`src/rtl/fwps_pkg.sv`:
```
// Shared types and constants for the fixed-weight position sampler.
// No dependencies; every other file in rtl/ imports this package.
`timescale 1ns / 1ps

package fwps_pkg;

    // Stream geometry
    localparam int POS_BITS    = 10;
    localparam int BLOCK_BYTES = 168;
    localparam int BYTE_W      = 8;

    // Visited map
    localparam int MAP_DEPTH = 1 << POS_BITS;
    localparam int EPOCH_W   = 6;
    localparam logic [EPOCH_W-1:0] EPOCH_MAX   = {EPOCH_W{1'b1}};
    localparam logic [EPOCH_W-1:0] EPOCH_FIRST = EPOCH_W'(1);

    // Bit buffer: at most POS_BITS-1 leftover bits plus one new byte
    localparam int BUF_W = POS_BITS + BYTE_W - 1;
    localparam int CNT_W = $clog2(BUF_W + 1);
    localparam int BIB_W = $clog2(BLOCK_BYTES);

    // Run bookkeeping
    localparam int FOUND_W    = 7;
    localparam int SLOT_W     = 6;
    localparam int MAX_WEIGHT = 64;
    localparam logic [FOUND_W-1:0] WEIGHT_RESET = FOUND_W'(44);

    // Result stream packing: position in the low bits, slot above
    localparam int M_TDATA_W = ((POS_BITS + SLOT_W + 7) / 8) * 8;

    // Configuration port
    localparam int APB_ADDR_W = 3;
    localparam int APB_DATA_W = 32;
    localparam logic [APB_ADDR_W-3:0] REG_WEIGHT = '0;

    // One byte after unpacking: candidate position plus run tagging
    typedef struct packed {
        logic [POS_BITS-1:0] pos;
        logic                has_pos;
        logic                start;
        logic [EPOCH_W-1:0]  epoch;
    } cand_t;

    // Write request into the visited map
    typedef struct packed {
        logic                en;
        logic [POS_BITS-1:0] addr;
        logic [EPOCH_W-1:0]  data;
    } map_wr_t;

endpackage

```
`src/rtl/fwps_clear.sv`:
```
// Run epoch tracking and visited-map clearing sweep.
// Depends on fwps_pkg for the epoch width and the map write struct.
`timescale 1ns / 1ps

module fwps_clear
    import fwps_pkg::*;
(
    input  logic               aclk,
    input  logic               aresetn,
    input  logic               accept,
    input  logic               start_run,
    input  logic               start_pending,
    input  logic               s1_busy,
    output logic [EPOCH_W-1:0] item_epoch,
    output logic               hold,
    output logic               sweeping,
    output logic               sweep_start,
    output map_wr_t            sweep_wr
);

    logic [EPOCH_W-1:0]  epoch_reg, epoch_next;
    logic                sweep_reg, sweep_next;
    logic [POS_BITS-1:0] addr_reg, addr_next;
    logic                sweep_last;

    // a new run needs a fresh tag; out of tags means sweep first
    assign hold        = start_pending && (epoch_reg == EPOCH_MAX);
    assign sweep_start = hold && !sweep_reg && !s1_busy;
    assign sweep_last  = sweep_reg && (addr_reg == POS_BITS'(MAP_DEPTH - 1));
    assign item_epoch  = start_run ? epoch_reg + EPOCH_W'(1) : epoch_reg;

    always_comb begin
        epoch_next = epoch_reg;
        sweep_next = sweep_reg;
        addr_next  = addr_reg;
        if (sweep_reg) begin
            addr_next = addr_reg + POS_BITS'(1);
            if (sweep_last) begin
                sweep_next = 1'b0;
                epoch_next = EPOCH_FIRST;
            end
        end else if (sweep_start) begin
            sweep_next = 1'b1;
            addr_next  = '0;
        end else if (accept && start_run) begin
            epoch_next = item_epoch;
        end
    end

    // reset starts a full sweep since the RAM powers up unknown
    always_ff @(posedge aclk) begin
        if (!aresetn) begin
            epoch_reg <= EPOCH_FIRST;
            sweep_reg <= 1'b1;
            addr_reg  <= '0;
        end else begin
            epoch_reg <= epoch_next;
            sweep_reg <= sweep_next;
            addr_reg  <= addr_next;
        end
    end

    assign sweeping      = sweep_reg;
    assign sweep_wr.en   = sweep_reg;
    assign sweep_wr.addr = addr_reg;
    assign sweep_wr.data = '0;

endmodule

```
`config.mk`:
```
export PLATFORM = sky130hd
export DESIGN_NAME = fwps_clear
export DESIGN_NICKNAME = d
export VERILOG_FILES = /design/src/rtl/fwps_pkg.sv /design/src/rtl/fwps_clear.sv
export SDC_FILE = /design/constraint.sdc
export NUM_CORES = 1
export LEC_CHECK = 0
export BUFFER_PORTS_ARGS = -buffer_cell sky130_fd_sc_hd__buf_2
export CAP_MARGIN = 25
export CORE_MARGIN = 10
export CORE_UTILIZATION = 35
export CTS_CLUSTER_SIZE = 20
export DETAILED_ROUTE_END_ITERATION = 10
export GPL_TIMING_DRIVEN = 0
export PLACE_DENSITY_LB_ADDON = 0.2
export SYNTH_ARGS = -nofsm -noshare
export SYNTH_HDL_FRONTEND = slang
export SYNTH_SLANG_ARGS = --single-unit
```
`constraint.sdc`:
```
create_clock -name aclk -period 2.2 [get_ports aclk]
set_input_delay 0.11 -clock aclk [delete_from_list [all_inputs] [get_ports aclk]]
set_output_delay 0.11 -clock aclk [all_outputs]
set_load 0.05 [all_outputs]
```
Yosys cells after proc, flatten, opt, wreduce, memory -nomap -nowiden
Index checks and enable logic that the tools add are counted.
{"block": "word_totals", "reg_bits": 17, "mem_bits_ro": 0, "n_memories": 0, "output_inout_bits": 26, "wordCells": 29, "ram_bits": 0, "latch_bits": 0}
{"block": "classes", "n_shift": 0, "bitwise_logic": 0, "n_mux": 10, "n_eq_ne": 4, "n_mul": 0, "reduce_logical": 10, "n_lt_le_gt_ge": 0, "n_div": 0, "n_addsub": 2}
{"operator": "2-to-1 mux 6 bit", "n": 5}
{"operator": "2-to-1 mux 10 bit", "n": 2}
{"operator": "adder 10 x 1 -> 10 bit, second input constant", "n": 1}
{"operator": "== test 10 bit, second input constant", "n": 1}
{"operator": "adder 6 x 1 -> 6 bit, second input constant", "n": 1}
{"operator": "== test 6 bit, second input constant", "n": 1}
{"operator": "logical AND 1 bit", "n": 5}
{"operator": "!= test 2 x 1 -> 1 bit, second input constant", "n": 2}
{"operator": "nonzero test 2 bit", "n": 2}
{"operator": "2-to-1 mux 1 bit", "n": 3}
{"operator": "AND reduction 3 bit", "n": 1}
{"operator": "zero test 1 bit", "n": 2}

Longest topological paths before layout
{"block": "logic_depth", "depth_word": 6, "depth_mapped": 5, "ltp_nobuf": 5}

Least setup slack after synthesis
OpenSTA, ideal clock, no wires.
{"block": "synth_path", "path_kind": "register to register", "startpoint": "register epoch_reg[2]", "endpoint": "register epoch_reg[5]", "required_ns": 2.130, "path_stages_with_launch": 5, "slack_ns": 0.320, "arrival_time_ns": 1.810, "path_cell_list": "dfxtp_1 -> and4_1 -> nand3_1 -> xnor2_1 -> o2bb2ai_1"}
{"block": "synth_via", "elab_cells_between_ends": 11, "classes_between": "add/sub (1); eq/ne (2); mux (4); reduce/logical (4)"}
{"element": "start: declaration", "line": "fwps_clear.sv:21", "text": "logic [EPOCH_W-1:0] epoch_reg, epoch_next;"}
{"element": "start signal: assignment", "line": "fwps_clear.sv:57", "text": "epoch_reg <= epoch_next;"}
{"element": "adder 6 x 1 -> 6 bit", "line": "fwps_clear.sv:30", "text": "assign item_epoch = start_run ? epoch_reg + EPOCH_W'(1) : epoch_reg;"}
{"element": "2-to-1 mux 6 bit", "line": "fwps_clear.sv:30"}
{"element": "net item_epoch[5]", "line": "fwps_clear.sv:14", "text": "output logic [EPOCH_W-1:0] item_epoch,"}
{"element": "2-to-1 mux 6 bit", "line": "fwps_clear.sv:45", "text": "end else if (accept && start_run) begin"}
{"element": "2-to-1 mux 6 bit", "line": "fwps_clear.sv:42", "text": "end else if (sweep_start) begin"}
{"element": "2-to-1 mux 6 bit", "line": "fwps_clear.sv:36", "text": "if (sweep_reg) begin"}
The timed path passes the listed nets, and every way through them passes these cells. The select of a mux whose other input is x is not followed.
A chain may end at the register's enable or synchronous reset.

Worst setup path in the final report
{"block": "layout_path", "startpoint": "register epoch_reg[0]", "endpoint": "output sweep_start"}
{"block": "layout_via", "elab_chain_len": 4}
{"element": "== test 6 bit", "line": "fwps_clear.sv:27", "text": "assign hold = start_pending && (epoch_reg == EPOCH_MAX);"}
{"element": "logical AND 1 bit", "line": "fwps_clear.sv:27"}
{"element": "logical AND 1 bit (2 in series)", "line": "fwps_clear.sv:28", "text": "assign sweep_start = hold && !sweep_reg && !s1_busy;"}
{"element": "end: declaration", "line": "fwps_clear.sv:17", "text": "output logic sweep_start,"}
No other way between the ends.

==> results.py <==
metrics = {
    "status": {
        "status": "complete, no violations",
    },
    "power": {
        "ir_drop_mv": 0.292,
        "p_leak_uw": 0.000542,
        "switching_share_pct": 29.9,
        "pwr-share-comb_pct": 14.9,
        "share_seq_of_total_power_pct": 55.2,
        "p_sw_uw": 172,
        "p_int_uw": 404,
        "powerDensity_nw_per_um2": 505,
        "clockPowerShare_pct": 30.0,
    },
    "global_route": {
        "grt_pass1_vias": 891,
        "grt_pass1_wl_mm": 3.83,
        "antenna_found_initial": 0,
        "grt_max_degree": 12,
        "grt_usage_pct": 8.87,
        "overflow": 0,
    },
    "floorplan": {
        "top_level_ports": 32,
        "chipHeight_um": 71.6,
        "die_w_um": 71.6,
        "initial_core_util_pct": 37.0,
        "die_area_um2": 5130,
        "coreArea_um2": 2520,
        "rows": 18,
    },
    "placed_design": {
        "gp_congestion": 0.744,
        "port_buffers": 24,
        "hpwl_mm": 1.86,
    },
    "final_layout": {
        "syn_to_final_growth_pct": 22.4,
        "layout_commonest_cell": "buf_2",
        "largest_reg_flops": 10,
        "multiInputGateArea_um2": 527,
        "area.sequential_um2": 340,
        "diodes": 0,
        "mostFrequentLayoutCells": "25 x buf_2, 17 x dfxtp_1, 9 x a21oi_1",
        "final_layout_size_suffix_gt1_share_pct": 29.4,
        "n_fill_cell": 275,
        "fin_nets": 152,
    },
    "worst_setup_path": {
        "cp-start-kind": "flop",
        "cp_slowest_cell": "or3_4",
        "cp_cell_sequence": "ha_1 -> nand4_2 -> or3_4 -> inv_1 -> clkbuf_4",
        "crit_family": "simple AND/OR/NAND/NOR gates",
        "crit_fanout": 5,
        "path_class": "reg -> out",
        "worst_setup_path_end_kind": "output port",
        "crit_arrival_ns": 1.91,
        "critPathRequiredTime_ns": 2.09,
        "crit_buf_inv": 2,
        "slowest_delay_ns": 0.44,
    },
    "clocking": {
        "clock_path_buffers": 2,
        "cts.clk_slew.worst_paths_ns": 0.11,
        "clkSinkCount": 17,
        "htree_levels": 1,
        "cts_buffers": 3,
        "clockRootBuffer": "clkbuf_4",
        "postCtsSetupRepairBufs": 0,
        "worstSkewPairLatency_ns": 0.29,
        "cts_tree": "built",
    },
    "synthesis": {
        "synthAdderAreaFrac_pct": 2.68,
        "synthFlopType": "dfxtp_1",
        "synth_compound_area_share_pct": 15.3,
        "synth_simple_gate_area_share_pct": 27.2,
        "syn_avg_cell_area_um2": 8.49,
        "synth_cell_types": 33,
        "synth_top_family_by_area": "simple AND/OR/NAND/NOR gates",
        "synth_xor_area_share_pct": 6.57,
        "netlist_area_um2": 933,
        "ys_ff_latch": 17,
        "syn_inst": 110,
        "yosysWarningCount": 0,
        "synth_seq_area_share_pct": 36.5,
        "synthArstFlopShare_pct": 0,
        "synthMuxAreaShare_pct": 2.28,
        "synth-edff-count": 0,
    },
    "job": {
        "cap_violations": 0,
    },
    "sta": {
        "fmaxAchievable_mhz": 495,
        "fin_crit_ns": 2.02,
        "setup_tns_ns": 0,
        "setup_viol": 0,
        "rsz0062_at_grt": "no",
        "slew_violations": 0,
        "period_share_pct": 91.9,
        "hold_viol": 0,
        "holdWs_ns": 0.170,
        "finClkSkew_ns": 0.00388,
    },
    "detailed_routing": {
        "routed_wl_mm": 2.31,
        "firstDrtPassIters": 4,
        "drt-vias-per-instance": 5.03,
        "wl_per_cell_um": 13.4,
        "num_vias": 871,
        "drc": 0,
        "ant_nets": 0,
        "drt_iter0_markers": 53,
    },
    "min_path": {
        "min_path_type": "in -> reg",
    },
}
## cell type report
| cell class | count | share of cell area, % |
|---|---|---|
| Tap cell | 30 | 3.29 |
| Buffer | 11 | 6.13 |
| Clock inverter | 1 | 0.657 |
| Multi-Input combinational cell | 83 | 46.1 |
| Sequential cell | 17 | 29.8 |
| Timing Repair Buffer | 24 | 10.7 |
| Inverter | 4 | 1.31 |
| Clock buffer | 3 | 1.97 |
## worst register-to-register path: stages, from the launching register on
cell and delay (ns):
dfxtp_1 0.43, ha_1 0.24, nand4_2 0.17, or3_4 0.44
and3_1 0.18, o21a_1 0.17
## repair_timing
action                                  CTS  global route
hold buffers                              0             0
endpoints found under the hold margin     0             0
endpoints found under the setup margin    0             1
resized for setup                         0             1
## cell usage after synthesis, types with 2 or more instances
| cell type | instances | area share (%) |
|---|---|---|
| dfxtp_1 | 17 | 36 |
| a21oi_1 | 9 | 4.8 |
| nand3_1 | 8 | 4.3 |
| buf_4 | 7 | 5.6 |
| nand2_1 | 7 | 2.8 |
| nor2_1 | 6 | 2.4 |
| nand4_1 | 5 | 3.4 |
| and4_1 | 4 | 3.8 |
| inv_1 | 4 | 1.6 |
| o21ai_0 | 4 | 2.1 |
| xnor2_1 | 4 | 3.8 |
| and3_1 | 3 | 2.0 |
| nor3_1 | 3 | 1.6 |
| o21a_1 | 3 | 2.4 |
| xor2_1 | 3 | 2.8 |
| buf_2 | 2 | 1.1 |
| clkbuf_1 | 2 | 0.80 |
| ha_1 | 2 | 2.7 |
| nand2b_1 | 2 | 1.3 |
| o31ai_1 | 2 | 1.6 |
## logic make-up (layout without fill, tap and decap cells)
family / count (synthesis) / in the layout
simple gates: 43 / 43
compound gates: 23 / 23
flops: 17 / 17
buf+inv: 15 / 43
xor+xnor: 7 / 7
fa+ha+maj: 2 / 2
mux: 2 / 2
other cells: 1 / 6
## per-layer routing
| metal | GRT usage (%) | share of wire [%] | vias to the layer above |
|---|---|---|---|
| met5 | 0 | 0 | - |
| met1 | 9.57 | 46 | 397 |
| met2 | 15.0 | 45 | 19 |
| li1 | - | - | 453 |
| met4 | 3.23 | 0.39 | 0 |
| met3 | 3.86 | 8.4 | 2 |
## stage by stage
step                worst slack, ns  util, %  power [uW]  cells  cell area [um^2]
floorplan                     0.320        -         394    115               952
global placement              0.488     44.0         410    169              1110
detailed placement            0.480     44.0         411    169              1110
CTS                           0.127     45.2         586    173              1140
global route                 0.0286     45.3         607    173              1140
finish                        0.179     45.3         576    173              1140
## power by group through the flow
stage | clock network [uW] | registers (uW) | logic, uW
2_1_floorplan | 0 | 340 | 54.3
3_3_place_gp | 0 | 325 | 85.1
3_5_place_dp | 0 | 325 | 85.6
4_1_cts | 182 | 318 | 85.5
5_1_grt | 196 | 319 | 92.5
6_report | 173 | 318 | 85.7
## final timing paths
check	from	end	slack [ns]	cells after the start
min	aresetn	sweeping	0.17	2
min reg2reg	addr_reg[9]	addr_reg[9]	0.52	1
max	epoch_reg[0]	sweep_start	0.18	5
max reg2reg	epoch_reg[0]	addr_reg[6]	0.48	5
Power figures use the tool's default switching activity.
