## src/rtl/fwps_pkg.sv

```systemverilog
// Shared types and constants for the fixed-weight position sampler.
// No dependencies; every other file in rtl/ imports this package.
`timescale 1ns / 1ps

package fwps_pkg;

    // Stream geometry
    localparam int POS_BITS    = 10;
    localparam int BLOCK_BYTES = 168;
    localparam int BYTE_W      = 8;

    // Visited map
    localparam int MAP_DEPTH = 1 << POS_BITS;
    localparam int EPOCH_W   = 6;
    localparam logic [EPOCH_W-1:0] EPOCH_MAX   = {EPOCH_W{1'b1}};
    localparam logic [EPOCH_W-1:0] EPOCH_FIRST = EPOCH_W'(1);

    // Bit buffer: at most POS_BITS-1 leftover bits plus one new byte
    localparam int BUF_W = POS_BITS + BYTE_W - 1;
    localparam int CNT_W = $clog2(BUF_W + 1);
    localparam int BIB_W = $clog2(BLOCK_BYTES);

    // Run bookkeeping
    localparam int FOUND_W    = 7;
    localparam int SLOT_W     = 6;
    localparam int MAX_WEIGHT = 64;
    localparam logic [FOUND_W-1:0] WEIGHT_RESET = FOUND_W'(44);

    // Result stream packing: position in the low bits, slot above
    localparam int M_TDATA_W = ((POS_BITS + SLOT_W + 7) / 8) * 8;

    // Configuration port
    localparam int APB_ADDR_W = 3;
    localparam int APB_DATA_W = 32;
    localparam logic [APB_ADDR_W-3:0] REG_WEIGHT = '0;

    // One byte after unpacking: candidate position plus run tagging
    typedef struct packed {
        logic [POS_BITS-1:0] pos;
        logic                has_pos;
        logic                start;
        logic [EPOCH_W-1:0]  epoch;
    } cand_t;

    // Write request into the visited map
    typedef struct packed {
        logic                en;
        logic [POS_BITS-1:0] addr;
        logic [EPOCH_W-1:0]  data;
    } map_wr_t;

endpackage

```

## src/rtl/fwps_unpack.sv

```systemverilog
// Byte-to-position unpacker: little-endian bit buffer with block boundary drop.
// Depends on fwps_pkg for widths and the candidate struct.
`timescale 1ns / 1ps

module fwps_unpack
    import fwps_pkg::*;
(
    input  logic               aclk,
    input  logic               aresetn,
    input  logic               accept,
    input  logic [BYTE_W-1:0]  xof_byte,
    input  logic               start_run,
    input  logic [EPOCH_W-1:0] epoch,
    output cand_t              cand
);

    localparam logic [BUF_W-1:0] LEFT_MASK = BUF_W'((1 << (POS_BITS - 1)) - 1);

    logic [BUF_W-1:0] buf_reg, buf_next;
    logic [CNT_W-1:0] cnt_reg, cnt_next;
    logic [BIB_W-1:0] bib_reg, bib_next;

    logic [BUF_W-1:0] base_buf, merged, shifted;
    logic [CNT_W-1:0] base_cnt, merged_cnt, left_cnt;
    logic [BIB_W-1:0] base_bib;
    logic             has_pos;

    always_comb begin
        // a start request restarts the buffer before this byte goes in
        base_buf = start_run ? '0 : buf_reg;
        base_cnt = start_run ? '0 : cnt_reg;
        base_bib = start_run ? '0 : bib_reg;

        // append the byte above the held bits
        merged     = base_buf | (BUF_W'(xof_byte) << base_cnt);
        merged_cnt = base_cnt + CNT_W'(BYTE_W);
        has_pos    = merged_cnt >= CNT_W'(POS_BITS);

        shifted  = merged >> POS_BITS;
        left_cnt = merged_cnt - CNT_W'(POS_BITS);

        if (has_pos) begin
            buf_next = shifted;
            cnt_next = left_cnt;
            // keep at most POS_BITS-1 leftover bits
            if (left_cnt >= CNT_W'(POS_BITS)) begin
                cnt_next = CNT_W'(POS_BITS - 1);
                buf_next = shifted & LEFT_MASK;
            end
        end else begin
            buf_next = merged;
            cnt_next = merged_cnt;
        end

        // end of block drops the leftover bits
        if (base_bib == BIB_W'(BLOCK_BYTES - 1)) begin
            buf_next = '0;
            cnt_next = '0;
            bib_next = '0;
        end else begin
            bib_next = base_bib + BIB_W'(1);
        end
    end

    always_ff @(posedge aclk) begin
        if (!aresetn) begin
            buf_reg <= '0;
            cnt_reg <= '0;
            bib_reg <= '0;
        end else if (accept) begin
            buf_reg <= buf_next;
            cnt_reg <= cnt_next;
            bib_reg <= bib_next;
        end
    end

    assign cand.pos     = merged[POS_BITS-1:0];
    assign cand.has_pos = has_pos;
    assign cand.start   = start_run;
    assign cand.epoch   = epoch;

endmodule

```

## config.mk

```make
export PLATFORM = sky130hd
export DESIGN_NAME = fwps_unpack
export DESIGN_NICKNAME = d
export VERILOG_FILES = /design/src/rtl/fwps_pkg.sv /design/src/rtl/fwps_unpack.sv
export SDC_FILE = /design/constraint.sdc
export NUM_CORES = 1
export LEC_CHECK = 0
export ABC_AREA = 1
export CORE_ASPECT_RATIO = 0.75
export CORE_MARGIN = 4
export CORE_UTILIZATION = 60
export CTS_CLUSTER_DIAMETER = 150
export DETAILED_ROUTE_END_ITERATION = 12
export DONT_BUFFER_PORTS = 1
export PLACE_DENSITY = 0.76
export SYNTH_ARGS = -nofsm -noshare
export SYNTH_HDL_FRONTEND = slang
export SYNTH_SLANG_ARGS = --single-unit
```

## constraint.sdc

```tcl
create_clock -name aclk -period 2.2 [get_ports aclk]
set_input_delay 0.11 -clock aclk [delete_from_list [all_inputs] [get_ports aclk]]
set_output_delay 0.11 -clock aclk [all_outputs]
set_load 0.05 [all_outputs]
```

---- Word level (Yosys, flattened, before mapping) ----
Cells that the tools add are included.
storage, ports and cells
  register bits after elaboration ......... 30
  input bits .............................. 18
  output and inout port bits .............. 18
  word-level logic and storage cells ...... 20
operators by class
  add/subtract/negate cells ............... 3
  $lt $le $gt $ge ......................... 2
  equal/unequal tests ..................... 1
  shift operators ......................... 1
  multiplexer cells ....................... 9
  bitwise logic cells ..................... 1
operator list
  cell                 number
  $mux 17              3
  $mux 5               4
  $or 17x17->17        1
  $shl 8x5->17         1
  $mux 8               2
  $ge 5x4->1 const B   2
  $add 8x1->8 const B  1
  $eq 8x8->1 const B   1
  $add 5x4->5 const B  1
  $sub 5x4->5 const B  1

---- Depth between registers and ports, before layout ----
Gate-level depths: netlist of run 1.
  word-level depth ........................ 7
  depth in mapped cells ................... 13
  gate-level depth less buffers ........... 13

---- Worst setup path before layout of run 1 ----
Ideal clock, no wire load.
  path kind ............................... register to register
  from .................................... register cnt_reg[0]
  to ...................................... register buf_reg[8]
  setup time .............................. 0.061 ns
  arrival time ............................ 1.959 ns
  data required time ...................... 2.139 ns
  setup slack ............................. 0.180 ns
  cell stages (with the launch flop) ...... 11
  path buffers ............................ 2
  clock period less this slack ............ 2.020 ns
  path through ............................ dfxtp_1 buf_2 nand2_4 buf_6 nor2_1 nand2_1 nand3_1 a21oi_1 o21ai_1 nand2_1 nand2_1
RTL lines
  what                    line               RTL
  from (decl)             fwps_unpack.sv:20  logic [CNT_W-1:0] cnt_reg, cnt_next;
  from (signal assigned)  fwps_unpack.sv:72  cnt_reg <= cnt_next;
  to (signal assigned)    fwps_unpack.sv:71  buf_reg <= buf_next;
  to (decl)               fwps_unpack.sv:19  logic [BUF_W-1:0] buf_reg, buf_next;

==> impl_metrics.toml, run 1 <==
[run]
maxCapViolations = 0

[final_layout]
nets = 375
syn2layout_area_growth_pct = 9.28
layout-drive-gt1-share_pct = 13.3
mostFrequentLayoutCell = "nand2_1"
nFillCells = 300
antennaDiodeCount = 0
largest_reg_flops = 17
fin_area_um2 = 2340
layout_common_cells = "101 x nand2_1, 47 x nand3_1, 36 x inv_1"

[synth]
yosysSeqAreaShare_pct = 28.0
yosysWarnings = 0
synth_nets = 367
syn_avg_cell_area_um2 = 6.22
synthCells = 345
ys_types = 34
syn-cell-area_um2 = 2140
synth_seq_cells = 30

[clock_tree]
htree_num_levels = 2
clk_pin_slew_ns = 0.07
cts_made_buffers = 5
cts_tree = "done"
clk_latency_ns = 0.29
cts-root-buf = "clkbuf_8"
clockBufferDepth = 2
cts_sinks = 30

[floorplan]
die-area_um2 = 4600
core_um2 = 3360
die_h_um = 59.8
rows = 18
initial_utilization_pct = 63.9
ios = 36
die_x_um = 77.0

[pwr]
report.power.total_mw = 1.38
powerDensity_nw_per_um2 = 588
cellLeakagePower_nw = 1.08
peakVddDrop_uv = 371

[setup_path]
crit_type = "reg -> out"
worstPathRequired_ns = 2.09
cp_data_arrival_time_ns = 1.97
rr_startpoint = "bib_reg[0]"
crit_fanout = 5
worstSetupStartpoint = "cnt_reg[4]"
r2r.worst_path.cells = 13
crit_path_end_kind = "output pin"
start_kind = "flop"

[worst_hold_path]
hp-start = "accept"
whs_path_depth = 3
min_path_type = "in -> reg"

[route]
viasPerCell = 5.94
wl_per_cell_um = 15.6
route.antenna.remaining_nets = 0
wirelength_um = 6140
drc = 0
drtPass1Iterations = 5
vias = 2341
drt_iter0_markers = 312

[sta]
setup-tns-final_ns = 0
relSlewSlack_pct = 61.5
worst-slew-pin-transition_ns = 0.577
finalCriticalPeriod_ns = 2.08
fmax_ghz = 0.481
drv_slew = 0
finalSetupViolCount = 0
hold_violations = 0
finalClockSkew_ns = 0.00316
rsz0062_at_grt = "no"
post-route-period-util_pct = 94.6

[grt]
grt_max_degree = 16
grt_overflow_total = 0
grt_pass1_vias = 2020
grt_pass1_wl_um = 9720
grt.total_usage_pct = 26.9
antenna_found_initial = 0

[place]
io_buffers = 0
gp_congestion = 0.968
post-dp-hpwl_um = 4260
placed_cell_area_um2 = 2200

[status]
status = "finished, final reports clean"
==> synth_stat cells <==
| cell type | count | area [um^2] |
|---|---|---|
| nand3_1 | 47 | 235 |
| a31oi_4 | 1 | 21.3 |
| nand2_2 | 5 | 31.3 |
| buf_4 | 10 | 75.1 |
| o21ai_1 | 6 | 30.0 |
| a21boi_1 | 2 | 15.0 |
| o32ai_1 | 2 | 17.5 |
| o211ai_1 | 2 | 15.0 |
| nor2_2 | 1 | 6.26 |
| o21a_1 | 1 | 7.51 |
| dfxtp_1 | 30 | 601 |
| nand3b_1 | 1 | 7.51 |
| nor3_1 | 5 | 25.0 |
| inv_2 | 2 | 7.51 |
| a22o_1 | 3 | 26.3 |
| inv_4 | 1 | 6.26 |
| o22ai_1 | 1 | 6.26 |
| a21oi_1 | 17 | 85.1 |
| nand3_2 | 1 | 10.0 |
| xor2_1 | 2 | 17.5 |
| nand2_1 | 101 | 379 |
| inv_1 | 38 | 143 |
| buf_2 | 5 | 25.0 |
| ha_1 | 4 | 50.1 |
| a31oi_1 | 4 | 25.0 |
| nor2_1 | 24 | 90.1 |
| o31ai_2 | 1 | 12.5 |
| nor2_4 | 2 | 22.5 |
| buf_6 | 2 | 22.5 |
| nand4_1 | 2 | 12.5 |
| clkbuf_1 | 3 | 11.3 |
| o21ai_0 | 17 | 85.1 |
| nand2_4 | 1 | 11.3 |
| o311ai_0 | 1 | 8.76 |
==> power by group <==
group          total [mW]  switching (mW)  internal, mW
combinational       0.317           0.224        0.0928
sequential          0.573         0.00911         0.564
clock               0.488           0.236         0.251
total                1.38           0.469         0.908
==> layer usage <==
metal  global-route usage (%)  up-vias  routed length, um
met5                        0        -                  0
met4                     7.36        0                127
li1                         -     1137                  -
met1                     37.8     1053               2830
met3                     7.38       20                643
met2                     40.6      131               2540
==> final cells by class <==
| class | count | area (um^2) | area share (%) |
|---|---|---|---|
| Multi-Input combinational cell | 255 | 1280 | 54.6 |
| Clock buffer | 6 | 82.6 | 3.52 |
| Timing Repair Buffer | 20 | 155 | 6.62 |
| Sequential cell | 30 | 602 | 25.7 |
| Clock inverter | 2 | 12.5 | 0.534 |
| Tap cell | 40 | 50.0 | 2.14 |
| Inverter | 41 | 163 | 6.94 |
==> through the flow <==
stage / hold slack [ns] / setup WS (ns) / utilization [%] / instances
final: 0.0238 / 0.119 / 69.8 / 394
after global routing: 0.0387 / 0.0131 / 69.8 / 394
after CTS: 0.0322 / 0.146 / 68.9 / 393
after detailed placement: 0.216 / 0.219 / 65.4 / 383
after global placement: 0.210 / 0.338 / 65.4 / 383
after floorplan: 0.208 / 0.180 / - / 345
==> logic make-up after synthesis <==
kind of cell,count (synthesis),share of synthesized area [%]
buf+inv,61,13.5
simple gates,190,38.7
fa+ha+maj,4,2.33
compound gates,58,16.6
xor+xnor,2,0.817
flops,30,28.0
==> worst paths after layout <==
| check | to | slack (ns) |
|---|---|---|
| max reg2reg | buf_reg[6] | 0.17 |
| min reg2reg | buf_reg[13] | 0.46 |
| max | cand[7] | 0.12 |
| min | cnt_reg[1] | 0.02 |
==> critical path, cell delays in order (launching register included) <==
cell and delay [ns]:
dfxtp_2 0.34, inv_1 0.08, nor2_2 0.15, inv_2 0.08
ha_1 0.29, inv_1 0.08, o21ai_1 0.10, a31oi_4 0.25
clkinvlp_4 0.31
==> repair_timing <==
| item | in CTS | in global routing |
|---|---|---|
| buffers inserted | 0 | 0 |
| hold buffers | 2 | 0 |
| resized for setup | 0 | 9 |
| endpoints found under the hold margin | 7 | 0 |
| endpoints found under the setup margin | 0 | 21 |
No activity file was read; power rests on OpenSTA's default activity.
==> run 2, diff against run 1 <==
BUFFER_PORTS_ARGS = -buffer_cell sky130_fd_sc_hd__buf_2   (was default)
CORE_UTILIZATION = 56   (was 60)
DONT_BUFFER_PORTS = default   (was 1)
PLACE_DENSITY = 0.79   (was 0.76)
SKIP_LAST_GASP = 1   (was default)
clock period = 2 ns   (was 2.2 ns; I/O delays follow)
==> impl_metrics.toml, run 2 (synthesized netlist as in run 1, its figures left out) <==
[status]
status = "finished, final reports clean"

[grt]
grt_overflow_total = 0
antenna_found_initial = 0
grt_max_degree = 17
grt.total_usage_pct = 26.0
grt_pass1_vias = 2084
grt_pass1_wl_um = 9750

[final_layout]
nets = 396
antennaDiodeCount = 0
mostFrequentLayoutCell = "nand2_1"
layout_common_cells = "101 x nand2_1, 46 x nand3_1, 36 x inv_1"
layout-drive-gt1-share_pct = 19.7
largest_reg_flops = 17
fin_area_um2 = 2500
syn2layout_area_growth_pct = 16.4

[pwr]
powerDensity_nw_per_um2 = 618
peakVddDrop_uv = 564
cellLeakagePower_nw = 1.17

[setup_path]
crit_type = "reg -> reg"
path_buf_inv = 4
cpMaxStageDelayCell = "dfxtp_2"
crit_fanout = 7
path_common_cell = "inv_1"
critPathTopFamily = "simple AND/OR/NAND/NOR gates"
worstPathRequired_ns = 2.24
cp.depth = 11
crit_path_end_kind = "flop"
cp_data_arrival_time_ns = 2.15
critical-path-max-stage-delay_ns = 0.32
r2r.worst_path.cells = 11
cp_cell_sequence = "inv_1 > nor2_2 > inv_1 > ha_1 > inv_2 > o21ai_2 > a31oi_4 > nand3_4 > nor2_4 > buf_6 > a22o_1"
start_kind = "flop"

[route]
viasPerCell = 5.60
vias = 2393
wirelength_um = 5930
route.antenna.remaining_nets = 0
drt_iter0_markers = 230
wl_per_cell_um = 13.9
drc = 0
drtPass1Iterations = 5

[floorplan]
die-area_um2 = 4890
die_h_um = 61.6
ios = 36
die_x_um = 79.5
core_um2 = 3680
rows = 19
initial_utilization_pct = 58.2

[clock_tree]
clk_latency_ns = 0.29
cts_sinks = 30
htree_num_levels = 2
clk_pin_slew_ns = 0.07
cts-root-buf = "clkbuf_8"
cts_tree = "done"
clockBufferDepth = 2
cts_made_buffers = 5

[sta]
relSlewSlack_pct = 67.8
drv_slew = 0
finalSetupViolCount = 0
post-route-period-util_pct = 95.7
hold_ws_ns = 0.101
hold_violations = 0
finalCriticalPeriod_ns = 1.91
worst-slew-pin-transition_ns = 0.482
finalClockSkew_ns = 0.00376
fmax_ghz = 0.522
rsz0062_at_grt = "yes"

[place]
post-dp-hpwl_um = 4490
io_buffers = 23
gp_congestion = 1.01
placed_cell_area_um2 = 2310

[worst_hold_path]
min_path_type = "in -> reg"
whs_path_depth = 3

[run]
maxCapViolations = 0
[run 2: routing by layer]
layer	GRT usage [%]	part of all wire, %	up-vias
li1	-	-	1182
met1	38.3	49	1087
met2	39.7	42	112
met3	3.95	7.7	12
met4	7.11	1.2	0
met5	0	0	-
[run 2: worst paths after layout]
kind / from / end / slack, ns
hold / removal: aresetn / buf_reg[6] / 0.10
setup reg to reg: cnt_reg[4] / buf_reg[12] / 0.09
setup / recovery: cnt_reg[4] / buf_reg[12] / 0.09
hold reg to reg: buf_reg[14] / buf_reg[14] / 0.45
[run 2: layout make-up]
| cell class | instances | area [um^2] |
|---|---|---|
| Multi-Input combinational cell | 254 | 1280 |
| Tap cell | 52 | 65.1 |
| Fill cell | 328 | 1190 |
| Sequential cell | 30 | 602 |
| Timing Repair Buffer | 42 | 290 |
| Inverter | 41 | 160 |
| Clock buffer | 6 | 82.6 |
| Clock inverter | 2 | 12.5 |
[run 2: worst reg2reg max path, delay by kind of cell (launching register included)]
kind | cells | cell delay, ns
compound gates | 3 | 0.40
fa+ha+maj | 1 | 0.29
buf+inv | 4 | 0.35
flops | 1 | 0.32
simple gates | 3 | 0.51
[run 2: per-stage QoR]
| stage | TNS [ns] | power [mW] | util (%) | instances | worst slack [ns] |
|---|---|---|---|---|---|
| finish | 0 | 1.54 | 67.7 | 427 | 0.0857 |
| global route | -0.282 | 1.61 | 67.7 | 427 | -0.0511 |
| CTS | 0 | 1.52 | 65.3 | 423 | 0.0306 |
| detailed placement | -0.114 | 0.995 | 62.7 | 415 | -0.0481 |
| global placement | 0 | 0.990 | 62.7 | 415 | 0.0596 |
| floorplan | 0 | 0.933 | - | 345 | 0.0101 |
[run 2: timing repair]
action,in CTS,in global routing
setup endpoints to repair,9,30
resized for setup,1,25
buffers inserted,0,4
pin swaps,0,3
hold buffers,0,0
[run 2: power breakdown]
group	switching (mW)	total [mW]	internal, mW	leakage [nW]
clock network	0.258	0.534	0.276	0.0472
registers	0.0102	0.631	0.620	0.245
logic	0.262	0.379	0.117	0.880
