[config.mk]
export PLATFORM = sky130hd
export DESIGN_NAME = fwps_select
export DESIGN_NICKNAME = d
export VERILOG_FILES = /design/src/rtl/fwps_pkg.sv /design/src/rtl/fwps_select.sv
export SDC_FILE = /design/constraint.sdc
export NUM_CORES = 1
export LEC_CHECK = 0
export BUFFER_PORTS_ARGS = -buffer_cell sky130_fd_sc_hd__buf_2
export CAP_MARGIN = 25
export CORE_ASPECT_RATIO = 1.25
export CORE_MARGIN = 2
export CORE_UTILIZATION = 31
export CTS_CLUSTER_DIAMETER = 30
export DETAILED_ROUTE_END_ITERATION = 6
export PLACE_DENSITY = 0.63
export RECOVER_POWER = 50
export SLEW_MARGIN = 20
export SYNTH_ARGS = -nofsm -noshare
export SYNTH_HDL_FRONTEND = slang
export SYNTH_SLANG_ARGS = --single-unit
[constraint.sdc]
create_clock -name aclk -period 10.8 [get_ports aclk]
set_clock_uncertainty 0.05 [all_clocks]
set_input_delay 2.7 -clock aclk [delete_from_list [all_inputs] [get_ports aclk]]
set_output_delay 2.7 -clock aclk [all_outputs]
set_load 0.01 [all_outputs]
[src/rtl/fwps_pkg.sv]
// Shared types and constants for the fixed-weight position sampler.
// No dependencies; every other file in rtl/ imports this package.
`timescale 1ns / 1ps

package fwps_pkg;

    // Stream geometry
    localparam int POS_BITS    = 10;
    localparam int BLOCK_BYTES = 168;
    localparam int BYTE_W      = 8;

    // Visited map
    localparam int MAP_DEPTH = 1 << POS_BITS;
    localparam int EPOCH_W   = 6;
    localparam logic [EPOCH_W-1:0] EPOCH_MAX   = {EPOCH_W{1'b1}};
    localparam logic [EPOCH_W-1:0] EPOCH_FIRST = EPOCH_W'(1);

    // Bit buffer: at most POS_BITS-1 leftover bits plus one new byte
    localparam int BUF_W = POS_BITS + BYTE_W - 1;
    localparam int CNT_W = $clog2(BUF_W + 1);
    localparam int BIB_W = $clog2(BLOCK_BYTES);

    // Run bookkeeping
    localparam int FOUND_W    = 7;
    localparam int SLOT_W     = 6;
    localparam int MAX_WEIGHT = 64;
    localparam logic [FOUND_W-1:0] WEIGHT_RESET = FOUND_W'(44);

    // Result stream packing: position in the low bits, slot above
    localparam int M_TDATA_W = ((POS_BITS + SLOT_W + 7) / 8) * 8;

    // Configuration port
    localparam int APB_ADDR_W = 3;
    localparam int APB_DATA_W = 32;
    localparam logic [APB_ADDR_W-3:0] REG_WEIGHT = '0;

    // One byte after unpacking: candidate position plus run tagging
    typedef struct packed {
        logic [POS_BITS-1:0] pos;
        logic                has_pos;
        logic                start;
        logic [EPOCH_W-1:0]  epoch;
    } cand_t;

    // Write request into the visited map
    typedef struct packed {
        logic                en;
        logic [POS_BITS-1:0] addr;
        logic [EPOCH_W-1:0]  data;
    } map_wr_t;

endpackage

[src/rtl/fwps_select.sv]
// Duplicate filter and result register: map lookup, slot count, run end.
// Depends on fwps_pkg for the candidate and map write structs.
`timescale 1ns / 1ps

module fwps_select
    import fwps_pkg::*;
(
    input  logic                 aclk,
    input  logic                 aresetn,
    input  logic                 accept,
    input  cand_t                cand,
    input  logic [EPOCH_W-1:0]   rd_epoch,
    input  logic [FOUND_W-1:0]   weight_eff,
    input  logic                 fwd_flush,
    output logic                 s1_ready,
    output logic                 s1_busy,
    output map_wr_t              map_wr,
    output logic                 m_tvalid,
    input  logic                 m_tready,
    output logic [M_TDATA_W-1:0] m_tdata,
    output logic                 m_tlast
);

    cand_t s1_reg;
    logic  s1_valid_reg, s1_valid_next;

    logic                found_valid_reg;
    logic [FOUND_W-1:0]  found_reg, found_next;
    logic                done_reg, done_next;

    logic                fwd_valid_reg;
    logic [POS_BITS-1:0] fwd_addr_reg;
    logic [EPOCH_W-1:0]  fwd_epoch_reg;

    logic                m_valid_reg, m_valid_next;
    logic [POS_BITS-1:0] m_pos_reg;
    logic [SLOT_W-1:0]   m_slot_reg;
    logic                m_last_reg;

    logic [FOUND_W-1:0] found_eff, found_plus;
    logic               done_eff, visited, emit, out_free, s1_adv;

    // a start request opens a fresh run count
    assign found_eff  = s1_reg.start ? '0 : found_reg;
    assign done_eff   = s1_reg.start ? 1'b0 : done_reg;
    assign found_plus = found_eff + FOUND_W'(1);

    // tag match in the RAM, or the write that raced this item's read
    assign visited = (rd_epoch == s1_reg.epoch)
                  || (fwd_valid_reg && (fwd_addr_reg == s1_reg.pos)
                      && (fwd_epoch_reg == s1_reg.epoch));

    assign emit = s1_valid_reg && s1_reg.has_pos && !visited && !done_eff
               && (found_eff < weight_eff);

    assign out_free = !m_valid_reg || m_tready;
    assign s1_adv   = s1_valid_reg && (!emit || out_free);
    assign s1_ready = !s1_valid_reg || s1_adv;
    assign s1_busy  = s1_valid_reg;

    assign map_wr.en   = s1_adv && emit;
    assign map_wr.addr = s1_reg.pos;
    assign map_wr.data = s1_reg.epoch;

    always_comb begin
        found_next = emit ? found_plus : found_eff;
        done_next  = done_eff || (found_eff >= weight_eff)
                  || (emit && (found_plus >= weight_eff));
    end

    assign s1_valid_next = accept ? 1'b1 : (s1_adv ? 1'b0 : s1_valid_reg);
    assign m_valid_next  = (s1_adv && emit) ? 1'b1 : (m_tready ? 1'b0 : m_valid_reg);

    // lookup stage
    always_ff @(posedge aclk) begin
        if (!aresetn) begin
            s1_valid_reg <= 1'b0;
        end else begin
            s1_valid_reg <= s1_valid_next;
        end
    end

    always_ff @(posedge aclk) begin
        if (accept) begin
            s1_reg <= cand;
        end
    end

    // run bookkeeping, committed when the item leaves the lookup stage
    always_ff @(posedge aclk) begin
        if (!aresetn) begin
            found_reg       <= '0;
            done_reg        <= 1'b0;
            found_valid_reg <= 1'b0;
        end else if (s1_adv) begin
            found_reg       <= found_next;
            done_reg        <= done_next;
            found_valid_reg <= 1'b1;
        end
    end

    // last map write, for the item whose read saw the old contents
    always_ff @(posedge aclk) begin
        if (!aresetn) begin
            fwd_valid_reg <= 1'b0;
        end else if (fwd_flush) begin
            fwd_valid_reg <= 1'b0;
        end else if (map_wr.en) begin
            fwd_valid_reg <= 1'b1;
        end
    end

    always_ff @(posedge aclk) begin
        if (map_wr.en) begin
            fwd_addr_reg  <= s1_reg.pos;
            fwd_epoch_reg <= s1_reg.epoch;
        end
    end

    // result register
    always_ff @(posedge aclk) begin
        if (!aresetn) begin
            m_valid_reg <= 1'b0;
        end else begin
            m_valid_reg <= m_valid_next;
        end
    end

    always_ff @(posedge aclk) begin
        if (s1_adv && emit) begin
            m_pos_reg  <= s1_reg.pos;
            m_slot_reg <= found_eff[SLOT_W-1:0];
            m_last_reg <= found_plus >= weight_eff;
        end
    end

    assign m_tvalid = m_valid_reg;
    assign m_tdata  = M_TDATA_W'({m_slot_reg, m_pos_reg});
    assign m_tlast  = m_last_reg && found_valid_reg;

endmodule

== After elaboration in Yosys (flattened, before gate mapping) ==
Index checks and enable logic that the tools add are counted.

* Input port bits: 36
* Word-level logic and storage cells: 53
* Bits in registers: 53

* $lt $le $gt $ge: 3
* Reduce and logical (&&, ||, !) cells: 24
* Bitwise operators: 1
* $add $sub $neg: 1
* Multiplexer cells: 7
* Equal/unequal tests: 3

{| class="wikitable"
|+ Operator list
! operator !! count
|-
| $ge A7 B7 Y1 || 2
|-
| $mux W7 || 2
|-
| $eq A6 B6 Y1 || 2
|-
| $eq A10 B10 Y1 || 1
|-
| $logic_and A1 B1 Y1 || 10
|-
| $add A7 B1 Y7 const B || 1
|-
| $lt A7 B7 Y1 || 1
|-
| $logic_or A1 B1 Y1 || 6
|-
| $logic_not A1 Y1 || 5
|-
| $mux W1 || 5
|-
| $reduce_bool A2 Y1 || 2
|-
| $reduce_or A2 Y1 || 1
|-
| $not A1 Y1 || 1
|}

== Depth between registers and ports, before layout ==
Gate-level depths: netlist of run 1.

* Depth in word-level cells: 13
* Depth in mapped cells: 13

== Worst setup path before layout of run 1 ==
OpenSTA, ideal clock, no wires.

* Path kind: input port to output port
* Start point: input port weight_eff[6]
* End point: output port map_wr[16] in the netlist's numbering
* Path buffers: 2
* Arrival: 4.982 ns
* Data required time: 8.050 ns
* Setup slack: 3.068 ns
* Stages: 8
* Cells stage by stage: inv_1 > ha_1 > a221o_1 > a311oi_2 > o211ai_2 > buf_6 > nor2_2 > buf_4

{| class="wikitable"
|+ RTL lines
! item !! RTL line !! text
|-
| start: declaration || fwps_select.sv:13 || <nowiki>input logic [FOUND_W-1:0] weight_eff,</nowiki>
|-
| end: declaration || fwps_select.sv:17 || <nowiki>output map_wr_t map_wr,</nowiki>
|}

== Worst setup path after layout of run 1 ==
* Start point: input port weight_eff[6]
* End point: output port s1_ready

* Word-level cells in the longest chain between the ends: 6

{| class="wikitable"
|+ Ends and longest elaborated chain
! item !! RTL line !! text
|-
| $lt A7 B7 Y1 || fwps_select.sv:54 || <nowiki>&& (found_eff < weight_eff);</nowiki>
|-
| $logic_and A1 B1 Y1 || fwps_select.sv:54 ||
|-
| $logic_not A1 Y1 || fwps_select.sv:57 || <nowiki>assign s1_adv = s1_valid_reg && (!emit || out_free);</nowiki>
|-
| $logic_or A1 B1 Y1 || fwps_select.sv:57 ||
|-
| $logic_and A1 B1 Y1 || fwps_select.sv:57 ||
|-
| $logic_or A1 B1 Y1 || fwps_select.sv:58 || <nowiki>assign s1_ready = !s1_valid_reg || s1_adv;</nowiki>
|-
| end: declaration || fwps_select.sv:15 || <nowiki>output logic s1_ready,</nowiki>
|}

Every way passes these cells.

==> results of run 1 <==
worst max-delay path, stage by stage:
cell and delay [ps]:
buf_2 70, inv_1 50, ha_1 330, a221o_1 320, a311oi_2 310, o211ai_2 270
or2_2 360, buf_2 150
synthesized netlist by cell type:
master | number | share of area, %
ha_1 | 15 | 7.3
buf_6 | 1 | 0.44
a211oi_1 | 2 | 0.59
nand3b_1 | 1 | 0.29
buf_4 | 17 | 5.0
o21ai_0 | 10 | 2.0
a21o_1 | 1 | 0.29
a31oi_1 | 2 | 0.49
inv_1 | 11 | 1.6
and2_1 | 2 | 0.49
clkbuf_1 | 2 | 0.29
inv_2 | 1 | 0.15
o211ai_1 | 1 | 0.29
nand4_1 | 2 | 0.49
a221o_1 | 1 | 0.39
nand3_1 | 6 | 1.2
or2_2 | 1 | 0.24
nor2_1 | 6 | 0.88
xnor2_1 | 7 | 2.4
nand2b_1 | 1 | 0.24
edfxtp_1 | 41 | 48
o211ai_2 | 1 | 0.49
nand2_1 | 14 | 2.1
nor3_1 | 2 | 0.39
a21oi_1 | 15 | 2.9
nor4_1 | 4 | 0.98
a311oi_2 | 1 | 0.59
nor2_2 | 1 | 0.24
nor2b_1 | 6 | 1.5
dfxtp_1 | 12 | 9.4
xor2_1 | 20 | 6.8
mux2i_1 | 1 | 0.39
o21ai_2 | 1 | 0.34
or4_1 | 1 | 0.29
o21a_1 | 1 | 0.29
and3_1 | 1 | 0.24
layer usage:
layer	GRT usage, %	wire (um)	share of wire, %	vias to the layer above
met5	0	0	0	-
li1	-	-	-	852
met3	2.43	231	4.3	7
met2	21.9	2780	52	46
met1	14.0	2240	42	801
met4	4.42	85	1.6	0
worst min path at each step:
stage	start	endpoint	slack [ps]	cells past startpoint
floorplan	found_valid_reg$_SDFFE_PN0P_	found_valid_reg$_SDFFE_PN0P_	370	2
global placement	found_valid_reg$_SDFFE_PN0P_	found_valid_reg$_SDFFE_PN0P_	390	2
detailed placement	found_valid_reg$_SDFFE_PN0P_	found_valid_reg$_SDFFE_PN0P_	400	2
CTS	found_valid_reg$_SDFFE_PN0P_	found_valid_reg$_SDFFE_PN0P_	410	2
global route	found_valid_reg$_SDFFE_PN0P_	found_valid_reg$_SDFFE_PN0P_	450	2
finish	found_valid_reg$_SDFFE_PN0P_	found_valid_reg$_SDFFE_PN0P_	410	2
where the power goes:
part	total [mW]	internal [mW]	switching, mW
clock	0.139	0.0735	0.0653
combinational	0.0333	0.0151	0.0182
sequential	0.235	0.228	0.00685
total	0.407	0.316	0.0904
logic make-up (layout without fill, tap and decap cells):
kind of cell	Yosys count	in the layout	share of synthesized area (%)
adders and majority gates	15	15	7.33
muxes	1	1	0.391
buffers and inverters	32	93	7.47
DFF	53	53	57.4
xor gates and xnor gates	27	27	9.23
and+or+nand+nor	48	48	9.48
AOI/OAI and AO/OA	36	36	8.65
metrics by stage:
stage | hold WS [ps] | instances
3_5_place_dp | 399 | 362
5_1_grt | 449 | 370
2_1_floorplan | 371 | 212
3_3_place_gp | 389 | 362
6_report | 406 | 370
4_1_cts | 414 | 370
cell type report:
| class | instances | area (um2) |
|---|---|---|
| flip-flops and latches | 53 | 1470 |
| repair buffers | 73 | 358 |
| inverters | 12 | 45.0 |
| multi-input cells | 127 | 898 |
| clock inverters | 1 | 5.00 |
| fillers | 833 | 5130 |
| clock buffers | 7 | 119 |
| well taps | 97 | 121 |
==> impl_metrics.py, run 1 <==
metrics = {
    "global_route": {
        "grt_pass1_vias": 1724,
        "grtUsageTotal_pct": 12.1,
        "grt.overflow.total": 0,
        "grt_max_degree": 33,
        "antenna_found_initial": 0,
        "grt_pass1_wl_mm": 8.41,
    },
    "power": {
        "worst_ir_drop_vdd_v": 0.0000921,
        "power_mw": 0.407,
        "cellPowerDensity_mw_per_mm2": 135,
        "p_leak_nw": 1.24,
    },
    "timing": {
        "setup_viol": 0,
        "min_period_ps": 7310,
        "hold_viol_final": 0,
        "maxSlewViolCount": 0,
        "rsz0062_at_grt": "false",
        "worst_pin_slew_ps": 1110,
        "fin_ws_ps": 3490,
        "setup_tns_ps": 0,
        "fmax_ghz": 0.137,
        "fin_crit_sh_pct": 67.7,
        "slew_headroom_pct": 25.9,
    },
    "setup_path": {
        "critPathRequiredTime_ps": 8050,
        "critPathKind": "in2out",
        "crit_end": "s1_ready",
        "r2r_setup_slack_ps": 7470,
        "startpoint_type": "primary input",
        "r2r_cells": 9,
        "arrival_ps": 4560,
        "timing.rr.start": "s1_reg[6]$_DFFE_PP_",
        "critPathCaptureType": "output pin",
        "reg2reg_to": "found_reg[4]$_SDFFE_PN0P_",
        "startpoint": "weight_eff[6]",
        "crit_path_max_fanout": 11,
    },
    "outcome": {
        "status": "finished, final reports clean",
    },
    "yosys": {
        "ys_ff_latch": 53,
        "syn-num-nets": 263,
        "synth.distinct_cells": 36,
        "syn-mean-instance-area_um2": 12.1,
        "yosys_warnings": 0,
        "ys_seq_area_share_pct": 57.4,
        "synth_area_mm2": 0.00256,
        "synth_cells": 212,
    },
    "layout": {
        "fin_util_pct": 37.0,
        "design_area_mm2": 0.00302,
        "final_net_count": 323,
        "layout_common_cells": "64 x buf_2, 41 x edfxtp_1, 20 x xor2_1, 15 x a21oi_1, 15 x ha_1",
        "area_growth_pct": 17.8,
        "n_antenna_cell": 0,
        "layout_commonest_cell": "buf_2",
        "drive_gt1_share_pct": 28.6,
        "largest_reg_flops": 16,
    },
    "place": {
        "dpl_cell_area_mm2": 0.00290,
        "hpwl_mm": 3.98,
        "port_buffers": 72,
        "post-place-ws_ps": 3480,
        "gp_congestion": 0.820,
    },
    "floorplanning": {
        "ios": 73,
        "row_count": 37,
        "coreArea_mm2": 0.00815,
        "die_y_um": 106,
        "start_util_pct": 31.4,
        "die-area_mm2": 0.00901,
        "dieWidth_um": 85.3,
    },
    "clock_tree": {
        "h-tree-depth": 2,
        "clock_sinks": 53,
        "clk_path_buf_depth": 2,
        "worstSkewPairLatency_ps": 300,
        "cts_inserted_buffers": 5,
        "cts_root_buffer": "clkbuf_8",
        "post_cts_buffers": 0,
        "cts_hold_buf": 0,
        "cts_tree": "yes",
        "clk_pin_slew_worst_paths_ps": 100,
        "post_cts_resized": 0,
    },
    "route": {
        "vias": 1706,
        "vias_per_cell": 4.61,
        "postRouteAntennaNets": 0,
        "routed_wl_mm": 5.34,
        "drt_iter0_drc": 57,
        "drt_pre_antenna_iters": 4,
        "wl_per_cell_um": 14.4,
        "drc": 0,
    },
    "worst_hold_path": {
        "min_path_type": "reg2reg",
    },
    "job": {
        "maxCapViolCount": 0,
    },
}
Note: power is estimated with default switching activity, not from simulation.
==> inputs of run 2 (changes only) <==
clock period = 7.6 ns   (was 10.8 ns; I/O delays follow)
==> run 2 against run 1 <==
Effect of this change:
- register-to-register slack worse by 3200 ps
- sequential share of layout area stayed put
- highest routed layer unchanged
- final area stayed put
- clock power is 42% higher
- sequential power is 42% higher
==> impl_metrics.py, run 2 (synthesis results as in run 1) <==
metrics = {
    "floorplanning": {
        "row_count": 37,
        "die-area_mm2": 0.00901,
        "dieWidth_um": 85.3,
        "die_y_um": 106,
        "start_util_pct": 31.4,
        "ios": 73,
        "coreArea_mm2": 0.00815,
    },
    "clock_tree": {
        "cts_hold_buf": 0,
        "worstSkewPairLatency_ps": 300,
        "post_cts_resized": 0,
        "clk_pin_slew_worst_paths_ps": 100,
        "cts_inserted_buffers": 5,
        "h-tree-depth": 2,
        "post_cts_buffers": 0,
        "clk_path_buf_depth": 2,
        "cts_tree": "yes",
        "clock_sinks": 53,
        "cts_root_buffer": "clkbuf_8",
    },
    "place": {
        "hpwl_mm": 3.98,
        "port_buffers": 72,
        "post-place-ws_ps": 1880,
        "gp_congestion": 0.820,
    },
    "timing": {
        "setup_viol": 0,
        "worst_pin_slew_ps": 1110,
        "rsz0062_at_grt": "false",
        "slew_headroom_pct": 26.0,
        "fin_crit_sh_pct": 75.2,
        "maxSlewViolCount": 0,
        "hold_viol_final": 0,
        "fin_ws_ps": 1890,
        "setup_tns_ps": 0,
        "min_period_ps": 5710,
        "fmax_ghz": 0.175,
    },
    "global_route": {
        "antenna_found_initial": 0,
        "grt_pass1_vias": 1724,
        "grtUsageTotal_pct": 12.1,
        "grt_max_degree": 33,
        "grt.overflow.total": 0,
        "grt_pass1_wl_mm": 8.41,
    },
    "route": {
        "drc": 0,
        "drt_pre_antenna_iters": 4,
        "vias": 1715,
        "wl_per_cell_um": 14.4,
        "postRouteAntennaNets": 0,
        "drt_iter0_drc": 52,
        "routed_wl_mm": 5.33,
        "vias_per_cell": 4.64,
    },
    "layout": {
        "layout_common_cells": "64 x buf_2, 41 x edfxtp_1, 20 x xor2_1, 15 x a21oi_1, 15 x ha_1",
        "area_growth_pct": 17.8,
        "layout_commonest_cell": "buf_2",
        "drive_gt1_share_pct": 28.6,
        "n_antenna_cell": 0,
        "largest_reg_flops": 16,
        "final_net_count": 323,
    },
    "setup_path": {
        "startpoint_type": "primary input",
        "crit_chain": "buf_2 > inv_1 > ha_1 > a221o_1 > a311oi_2 > o211ai_2 > or2_2 > buf_2",
        "cpPeakStageDelay_ps": 360,
        "arrival_ps": 3760,
        "critPathSlowestCell": "or2_2",
        "crit_path_max_fanout": 11,
        "critPathRequiredTime_ps": 5650,
        "critPathKind": "in2out",
        "critPathCaptureType": "output pin",
        "path_buf_inv": 3,
        "critical_path.top_delay_family": "compound AO/OA/AOI/OAI gates",
        "crit_path_frequent_cell": "buf_2",
    },
    "power": {
        "p_int_mw": 0.450,
        "switchingPower_mw": 0.128,
        "p_seq_share_pct": 57.7,
        "cellPowerDensity_mw_per_mm2": 191,
        "p_comb_share_pct": 8.2,
        "p_leak_nw": 1.24,
        "worst_ir_drop_vdd_v": 0.000131,
        "clock_power_share_pct": 34.1,
        "netSwitchingFraction_pct": 22.2,
    },
    "worst_hold_path": {
        "min_path_type": "reg2reg",
    },
    "job": {
        "maxCapViolCount": 0,
    },
    "outcome": {
        "status": "finished, final reports clean",
    },
}
==> run 2: cell counts in the layout (fill, tap and decap cells not counted) <==
No cell type changed its count.
==> run 2: layer usage <==
layer  routed length (um)  vias to the layer above  GRT usage (%)
met5                    0                        -              0
met4                   83                        0           4.42
met3                  255                        7           2.35
met2                 2780                       52           21.9
met1                 2210                      805           14.0
li1                     -                      851              -
==> run 2: cell type report <==
type | count | area [um2]
fillers | 835 | 5130
repair buffers | 73 | 358
flip-flops and latches | 53 | 1470
clock buffers | 7 | 119
inverters | 12 | 45.0
well taps | 97 | 121
clock inverters | 1 | 5.00
multi-input cells | 127 | 898
==> run 2: metrics by stage <==
| step | util, % | hold slack [ps] | instances | instance area [um2] | power, mW |
|---|---|---|---|---|---|
| floorplan | - | 371 | 212 | 2560 | 0.372 |
| global placement | 35.6 | 389 | 362 | 2900 | 0.387 |
| detailed placement | 35.6 | 399 | 362 | 2900 | 0.389 |
| CTS | 37.2 | 414 | 370 | 3030 | 0.586 |
| global route | 37.0 | 449 | 370 | 3020 | 0.599 |
| finish | 37.0 | 405 | 370 | 3020 | 0.578 |
==> run 2: final timing paths <==
check                                    start                           end  slack (ps)  cells after the start
hold reg to reg   found_valid_reg$_SDFFE_PN0P_  found_valid_reg$_SDFFE_PN0P_         400                      2
setup reg to reg           s1_reg[6]$_DFFE_PP_     found_reg[4]$_SDFFE_PN0P_        4260                      9
hold / removal    found_valid_reg$_SDFFE_PN0P_  found_valid_reg$_SDFFE_PN0P_         400                      2
setup / recovery                 weight_eff[6]                      s1_ready        1890                      8
==> run 2: power by group through the flow <==
stage          clock network [mW]  registers, mW  logic [mW]
6_report                    0.197          0.333      0.0474
5_1_grt                     0.211          0.335      0.0531
4_1_cts                     0.204          0.334      0.0487
3_5_place_dp                    0          0.340      0.0483
3_3_place_gp                    0          0.340      0.0477
2_1_floorplan                   0          0.338      0.0338
==> run 2: worst reg2reg max path, cell delays in order, from the launching register on <==
cell and delay (ps):
edfxtp_1 580, nor2b_1 470, ha_1 350, a21o_1 200, a311oi_2 330, o211ai_2 270, nor2_2 210, buf_4 420
a21oi_1 140, a211oi_1 260
